## config.mk

```make
export PLATFORM = sky130hd
export DESIGN_NAME = line_field_number_extractor_core
export DESIGN_NICKNAME = d
export VERILOG_FILES = /design/src/design/lfne_pkg.sv /design/src/design/lfne_cfg.sv /design/src/design/lfne_scan.sv /design/src/design/lfne_fmt.sv /design/src/design/line_field_number_extractor_core.sv
export SDC_FILE = /design/constraint.sdc
export NUM_CORES = 1
export LEC_CHECK = 0
export ABC_AREA = 1
export BUFFER_PORTS_ARGS = -buffer_cell sky130_fd_sc_hd__buf_4
export CAP_MARGIN = 20
export CELL_PAD_IN_SITES_DETAIL_PLACEMENT = 2
export CELL_PAD_IN_SITES_GLOBAL_PLACEMENT = 2
export CORE_MARGIN = 3
export CORE_UTILIZATION = 31
export CTS_CLUSTER_DIAMETER = 100
export DETAILED_ROUTE_END_ITERATION = 10
export PLACE_DENSITY_LB_ADDON = 0.15
export SYNTH_ARGS = -nofsm -noshare
export SYNTH_HDL_FRONTEND = slang
export SYNTH_HIERARCHICAL = 1
export SYNTH_SLANG_ARGS = --single-unit
export TNS_END_PERCENT = 10
```

## constraint.sdc

```tcl
create_clock -name clk -period 4.1 [get_ports clk]
set_input_delay 0.205 -clock clk [delete_from_list [all_inputs] [get_ports clk]]
set_output_delay 0.205 -clock clk [all_outputs]
set_load 0.02 [all_outputs]
```

## src/design/lfne_pkg.sv

```systemverilog
package lfne_pkg;

  // Character codes that steer the field scan.
  localparam logic [7:0] CHAR_SPACE  = 8'h20;
  localparam logic [7:0] CHAR_TAB    = 8'h09;
  localparam logic [7:0] CHAR_NL     = 8'h0A;
  localparam logic [7:0] CHAR_LPAREN = 8'h28;
  localparam logic [7:0] CHAR_RPAREN = 8'h29;
  localparam logic [7:0] CHAR_MINUS  = 8'h2D;
  localparam logic [7:0] CHAR_PLUS   = 8'h2B;
  localparam logic [7:0] CHAR_ZERO   = 8'h30;
  localparam logic [7:0] CHAR_NINE   = 8'h39;

  // Register map.
  localparam int unsigned CFG_ADDR_W = 3;
  localparam logic [0:0]  REG_FIELD_SELECT = 1'b0;

  // Where the scanner stands within the line.
  typedef enum logic [1:0] {
    MODE_BETWEEN = 2'd0,
    MODE_PLAIN   = 2'd1,
    MODE_BRACKET = 2'd2
  } scan_mode_t;

  // One character request.
  typedef struct packed {
    logic [7:0] char_code;
    logic       line_end;
  } in_item_t;

  // One line result.
  typedef struct packed {
    logic               found;
    logic signed [63:0] value;
  } out_item_t;

  // Line summary handed from the scanner to the result stage.
  typedef struct packed {
    logic        found;
    logic        numeric;
    logic        negative;
    logic [63:0] magnitude;
  } pend_t;

endpackage

```

## src/design/lfne_cfg.sv

```systemverilog
module lfne_cfg import lfne_pkg::*; (
  input  logic                  clk,
  input  logic                  rst_n,
  input  logic                  psel,
  input  logic                  penable,
  input  logic                  pwrite,
  input  logic [CFG_ADDR_W-1:0] paddr,
  input  logic [31:0]           pwdata,
  output logic [31:0]           prdata,
  output logic                  pready,
  output logic [7:0]            field_select
);

  logic [7:0] field_select_r;
  logic       wr_en;
  logic       hit;

  // The register answers at every address whose top bit is zero.
  assign hit   = (paddr[CFG_ADDR_W-1] == REG_FIELD_SELECT);
  assign wr_en = psel && penable && pwrite && hit;

  always_ff @(posedge clk) begin
    if (!rst_n) begin
      field_select_r <= '0;
    end else if (wr_en) begin
      field_select_r <= pwdata[7:0];
    end
  end

  // Reads return the register, zero elsewhere.
  assign prdata       = hit ? {24'b0, field_select_r} : 32'b0;
  assign pready       = 1'b1;
  assign field_select = field_select_r;

endmodule

```

## src/design/lfne_scan.sv

```systemverilog
module lfne_scan import lfne_pkg::*; (
  input  logic       clk,
  input  logic       rst_n,
  input  logic       item_vld,
  input  in_item_t   item,
  output logic       item_take,
  input  logic [7:0] field_select,
  output logic       pend_vld,
  output pend_t      pend,
  input  logic       pend_ready
);

  scan_mode_t  mode_r, mode_nxt;
  logic [7:0]  count_r, count_nxt;
  logic        cap_r, cap_nxt;
  logic        matched_r, matched_nxt;
  logic        start_r, start_nxt;
  logic        neg_r, neg_nxt;
  logic        bad_r, bad_nxt;
  logic        dseen_r, dseen_nxt;
  logic [63:0] acc_r, acc_nxt;
  logic        pend_vld_r, pend_vld_nxt;
  pend_t       pend_r, pend_nxt;

  logic        blank;
  logic        content;
  logic        is_digit;
  logic        skip;
  logic [7:0]  c;

  // A character without line end never waits; a line end waits for a free slot.
  assign item_take = item_vld && (!item.line_end || !pend_vld_r || pend_ready);

  assign c        = item.char_code;
  assign blank    = (c == CHAR_SPACE) || (c == CHAR_TAB) || (c == CHAR_NL);
  assign is_digit = (c >= CHAR_ZERO) && (c <= CHAR_NINE);

  // Next scan state for the character in the input register.
  always_comb begin
    mode_nxt    = mode_r;
    count_nxt   = count_r;
    cap_nxt     = cap_r;
    matched_nxt = matched_r;
    start_nxt   = start_r;
    neg_nxt     = neg_r;
    bad_nxt     = bad_r;
    dseen_nxt   = dseen_r;
    acc_nxt     = acc_r;
    content     = 1'b0;
    skip        = 1'b0;

    unique case (mode_r)
      MODE_PLAIN: begin
        if (blank) begin
          cap_nxt   = 1'b0;
          count_nxt = count_r + 8'd1;
          mode_nxt  = MODE_BETWEEN;
        end else begin
          content = 1'b1;
        end
      end
      MODE_BRACKET: begin
        if (c == CHAR_RPAREN) begin
          cap_nxt   = 1'b0;
          count_nxt = count_r + 8'd1;
          mode_nxt  = MODE_BETWEEN;
        end else begin
          content = 1'b1;
        end
      end
      default: begin
        if (!blank) begin
          if (!matched_r && (count_r == field_select)) begin
            matched_nxt = 1'b1;
            cap_nxt     = 1'b1;
            start_nxt   = 1'b1;
          end
          if (c == CHAR_LPAREN) begin
            mode_nxt = MODE_BRACKET;
          end else begin
            mode_nxt = MODE_PLAIN;
            content  = 1'b1;
          end
        end
      end
    endcase

    // Field content of the selected field: optional sign, then digits.
    if (content && cap_nxt) begin
      if (start_nxt) begin
        start_nxt = 1'b0;
        if (c == CHAR_MINUS) begin
          neg_nxt = 1'b1;
          skip    = 1'b1;
        end else if (c == CHAR_PLUS) begin
          skip = 1'b1;
        end
      end
      if (!skip) begin
        if (is_digit) begin
          acc_nxt   = (acc_r << 3) + (acc_r << 1) + {60'b0, c[3:0]};
          dseen_nxt = 1'b1;
        end else begin
          bad_nxt = 1'b1;
        end
      end
    end
  end

  // Line summary register.
  always_comb begin
    pend_vld_nxt = pend_vld_r;
    pend_nxt     = pend_r;
    if (pend_ready) begin
      pend_vld_nxt = 1'b0;
    end
    if (item_take && item.line_end) begin
      pend_vld_nxt       = 1'b1;
      pend_nxt.found     = matched_nxt;
      pend_nxt.numeric   = matched_nxt && dseen_nxt && !bad_nxt;
      pend_nxt.negative  = neg_nxt;
      pend_nxt.magnitude = acc_nxt;
    end
  end

  // Scan state; a line end puts it back to its start values.
  always_ff @(posedge clk) begin
    if (!rst_n || (item_take && item.line_end)) begin
      mode_r    <= MODE_BETWEEN;
      count_r   <= '0;
      cap_r     <= 1'b0;
      matched_r <= 1'b0;
      start_r   <= 1'b1;
      neg_r     <= 1'b0;
      bad_r     <= 1'b0;
      dseen_r   <= 1'b0;
      acc_r     <= '0;
    end else if (item_take) begin
      mode_r    <= mode_nxt;
      count_r   <= count_nxt;
      cap_r     <= cap_nxt;
      matched_r <= matched_nxt;
      start_r   <= start_nxt;
      neg_r     <= neg_nxt;
      bad_r     <= bad_nxt;
      dseen_r   <= dseen_nxt;
      acc_r     <= acc_nxt;
    end
  end

  always_ff @(posedge clk) begin
    if (!rst_n) begin
      pend_vld_r <= 1'b0;
    end else begin
      pend_vld_r <= pend_vld_nxt;
    end
  end

  always_ff @(posedge clk) begin
    pend_r <= pend_nxt;
  end

  assign pend_vld = pend_vld_r;
  assign pend     = pend_r;

endmodule

```

## src/design/lfne_fmt.sv

```systemverilog
module lfne_fmt import lfne_pkg::*; (
  input  logic      clk,
  input  logic      rst_n,
  input  logic      pend_vld,
  input  pend_t     pend,
  output logic      pend_ready,
  output logic      out_valid,
  output out_item_t out_data,
  input  logic      out_ready
);

  logic      out_vld_r, out_vld_nxt;
  out_item_t out_r, out_nxt;
  logic [63:0] signed_mag;

  // Apply the sign; a field that is not a number reads as zero.
  assign signed_mag = pend.negative ? (64'd0 - pend.magnitude) : pend.magnitude;

  assign pend_ready = !out_vld_r || out_ready;

  always_comb begin
    out_vld_nxt = out_vld_r;
    out_nxt     = out_r;
    if (out_ready) begin
      out_vld_nxt = 1'b0;
    end
    if (pend_vld && pend_ready) begin
      out_vld_nxt   = 1'b1;
      out_nxt.found = pend.found;
      out_nxt.value = pend.numeric ? signed_mag : 64'sd0;
    end
  end

  always_ff @(posedge clk) begin
    if (!rst_n) begin
      out_vld_r <= 1'b0;
    end else begin
      out_vld_r <= out_vld_nxt;
    end
  end

  always_ff @(posedge clk) begin
    out_r <= out_nxt;
  end

  assign out_valid = out_vld_r;
  assign out_data  = out_r;

endmodule

```

## src/design/line_field_number_extractor_core.sv

```systemverilog
// Each result passes the input register, the line summary register and the output register.
// Throughput: unless stalled, one character request per cycle; the scan state and the 64-bit
// shift-add accumulator update once per cycle, and the sign is applied in the stage after.
// Reset (rst_n low, synchronous) empties all stages, sets field_select to 0 and puts
// the scanner at the start of a line.
module line_field_number_extractor_core import lfne_pkg::*; (
  input  logic                  clk,
  input  logic                  rst_n,
  input  logic                  in_valid,
  output logic                  in_ready,
  input  in_item_t              in_data,
  output logic                  out_valid,
  input  logic                  out_ready,
  output out_item_t             out_data,
  input  logic                  psel,
  input  logic                  penable,
  input  logic                  pwrite,
  input  logic [CFG_ADDR_W-1:0] paddr,
  input  logic [31:0]           pwdata,
  output logic [31:0]           prdata,
  output logic                  pready
);

  logic       in_vld_r;
  in_item_t   in_item_r;
  logic       item_take;
  logic [7:0] field_select;
  logic       pend_vld;
  pend_t      pend;
  logic       pend_ready;

  lfne_cfg u_cfg (
    .clk          (clk),
    .rst_n        (rst_n),
    .psel         (psel),
    .penable      (penable),
    .pwrite       (pwrite),
    .paddr        (paddr),
    .pwdata       (pwdata),
    .prdata       (prdata),
    .pready       (pready),
    .field_select (field_select)
  );

  // Input register: refilled whenever its request moves on.
  assign in_ready = !in_vld_r || item_take;

  always_ff @(posedge clk) begin
    if (!rst_n) begin
      in_vld_r <= 1'b0;
    end else if (in_ready) begin
      in_vld_r <= in_valid;
    end
  end

  always_ff @(posedge clk) begin
    if (in_ready && in_valid) begin
      in_item_r <= in_data;
    end
  end

  lfne_scan u_scan (
    .clk          (clk),
    .rst_n        (rst_n),
    .item_vld     (in_vld_r),
    .item         (in_item_r),
    .item_take    (item_take),
    .field_select (field_select),
    .pend_vld     (pend_vld),
    .pend         (pend),
    .pend_ready   (pend_ready)
  );

  lfne_fmt u_fmt (
    .clk        (clk),
    .rst_n      (rst_n),
    .pend_vld   (pend_vld),
    .pend       (pend),
    .pend_ready (pend_ready),
    .out_valid  (out_valid),
    .out_data   (out_data),
    .out_ready  (out_ready)
  );

endmodule
```

==> metrics.txt <==
Post-synth EDFFs=141; Worst VDD drop=0.2352 mV; worst hold stages=5; Synth Flop Type=edfxtp_1; Buffers on Ports=99; Max Fclk=276.0 MHz; Setup Skew=21.77 ps; Syn Area/Cell=6.619 µm²; largest net degree at the start of global routing=73; Core ar.=0.05660 mm²; Worst R2R Path Depth=18; layout cell share with drive strength beyond 1=8.027%; vias in the first global route=19380; Setup crit end kind=register; Required @ worst endpoint=4410 ps; RSZ-0062 raised after global routing=no; Synth Cell Area=0.01783 mm²; Area growth syn-to-layout=14.70%; die area=0.06042 mm²; post-DR wirelength/cell=19.85 µm; Design Power=0.005762 W; Post-synth ARST share=0%; Power per Cell Area=281.8 mW/mm²; setup_tns=0 ps; htree depth=1; ANT nets after route=0; Die W=245.8 µm; Clock Tree Root=clkbuf_16; min Tclk post-route=3623 ps; Distinct cells, synth=48; gr usage total=23.42%; non-filler cells, final=3585; sequential fraction of the synthesis area=33.97%; status=finished, final reports clean; gpl congestion=0.9051; initial antenna violation count=3; TritonCTS clock tree=built; Starting Density=31.49%; Pleak=9.714 nW; final slew viol count=0; Reg clk slew, reported paths=60 ps; kind of critical path=register to register; DRT Pass-1 Iters=4; first-pass GRT wire length=109.9 mm; clock sinks=232; WL final=71.18 mm; post-CTS setup buffers=0; final setup vio count=0; Slew @ Worst Pin=955.8 ps; Post-Synthesis Cells=2693; Final Hold Fails=0; CP max FO=5; maximum clock insertion buffer count=3; Die H=245.8 µm; Ys Warns=6; number of max-cap violations=0; initial drt markers=796; Hold WC Path Type=input port to register; IO Pins=151; Placed Area=0.01923 mm²; commonest non-fill, non-tap cell in the layout=nand2_1; vias per inst=4.956; Tcrit/Tclk final=88.36%; max_slew headroom=36.28%; routed vias=17766; startpoint types=register; CTS buffer count=29; Post-Place Cells=3506; HPWL after detailed placement=58.50 mm; Skew-Pair Late Insertion Delay=570 ps; filler cell count=6832; final instance area=0.02045 mm²; most frequent cells in the layout=863 x nand2_1, 458 x nor2_1, 360 x inv_1; # rows=87; Final #Nets=2984; gr ovfl total=0; flops & latches, synth=232; Crit path arrival time=3930 ps; DRC=0
[area by class of cell]
type                       count  area (µm²)  share of cell area, %
timing repair buffer         134        1104                  5.397
multi-input combinational   2035        9966                  48.74
clock buffer                  35       758.2                  3.708
clock inverter                19       212.7                  1.040
antenna                        1       2.502                0.01224
inverter                     373        1401                  6.854
sequential                   232        6056                  29.62
tap                          756       945.9                  4.626
[layer usage]
metal,track usage (%),vias to the layer above,wire [µm]
met5,0,-,0
met3,2.115,90,2109
met2,40.12,231,33530
met1,31.18,8753,33350
li1,-,8692,-
met4,7.242,0,2190
[logic make-up (layout without fill, tap and decap cells)]
group           count (synthesis)  count (layout)  synth area share [%]
fa+ha+maj                     128             128                 9.069
buf+inv                       449             561                 10.67
compound gates                290             290                 8.633
other cells                     2              26               0.04213
simple gates                 1557            1557                 35.90
xor+xnor                       35              35                 1.720
flops                         232             232                 33.97
[report_power, final]
group	switching [W]	total, W	internal, W	leakage (nW)
Clock	0.00106	0.00263	0.00157	0.467
Combinational	0.000373	0.000537	0.000164	7.20
Sequential	0.0000552	0.00259	0.00254	2.04
[flip-flops by register name (all words and copies together), names as in the netlist, 2 cells and up]
name                cells
u_fmt/out_data         65
in_item_r               9
u_scan/pend            67
u_cfg/field_select      8
u_scan/count_r          8
u_scan/mode_r           2
u_scan/acc_r           64
[cells in the mapped netlist, types with 12 or more instances]
master | instances | share of area (%)
nand2_1 | 863 | 18
dfxtp_1 | 91 | 10
edfxtp_1 | 141 | 24
a21oi_1 | 118 | 3.3
buf_2 | 21 | 0.59
nor2_2 | 23 | 0.81
nor3_1 | 28 | 0.79
nor2_1 | 458 | 9.6
nand4_1 | 25 | 0.88
inv_1 | 362 | 7.6
nand3_1 | 114 | 3.2
nand2_2 | 12 | 0.42
o21ai_0 | 135 | 3.8
ha_1 | 126 | 8.8
o21bai_1 | 14 | 0.59
buf_4 | 37 | 1.6
xnor2_1 | 28 | 1.4
[path summary, 6_finish.rpt]
check	slack [ps]	start	endpoint
max	480	in_item_r[3]	u_scan/pend[62]
min	50	psel	u_cfg/field_select[5]
max reg2reg	480	in_item_r[3]	u_scan/pend[62]
min reg2reg	420	u_scan/pend[66]	u_fmt/out_data[64]
[worst max-delay path, stage by stage (launching register included)]
cell and delay, ps:
edfxtp_1 490, ha_1 340, ha_1 220, inv_1 70, fa_1 400, inv_1 200, nand3_1 110, nand3_1 230
nand2_1 80, nand2_1 170, nand2_1 70, nand2_1 150, nand2_1 70, nand2_1 300, nand2_1 150, nand3_1 110
nand2_1 70, nand2_1 50, o21ai_0 60
[stage by stage]
step | util (%) | hold WS (ps) | worst slack, ps
5_1_grt | 36.12 | 63.30 | 180.9
4_1_cts | 36.12 | 18.02 | 438.6
3_3_place_gp | 33.98 | 383.0 | 602.1
6_report | 36.12 | 54.07 | 477.3
3_5_place_dp | 33.98 | 386.0 | 473.8
2_1_floorplan | - | 302.6 | 4.873
[repair_timing]
action | CTS | global route
endpoints found under the hold margin | 19 | 0
hold buffers | 24 | 0
gates resized for setup | 0 | 0
Note: power is estimated with default switching activity, not from simulation.
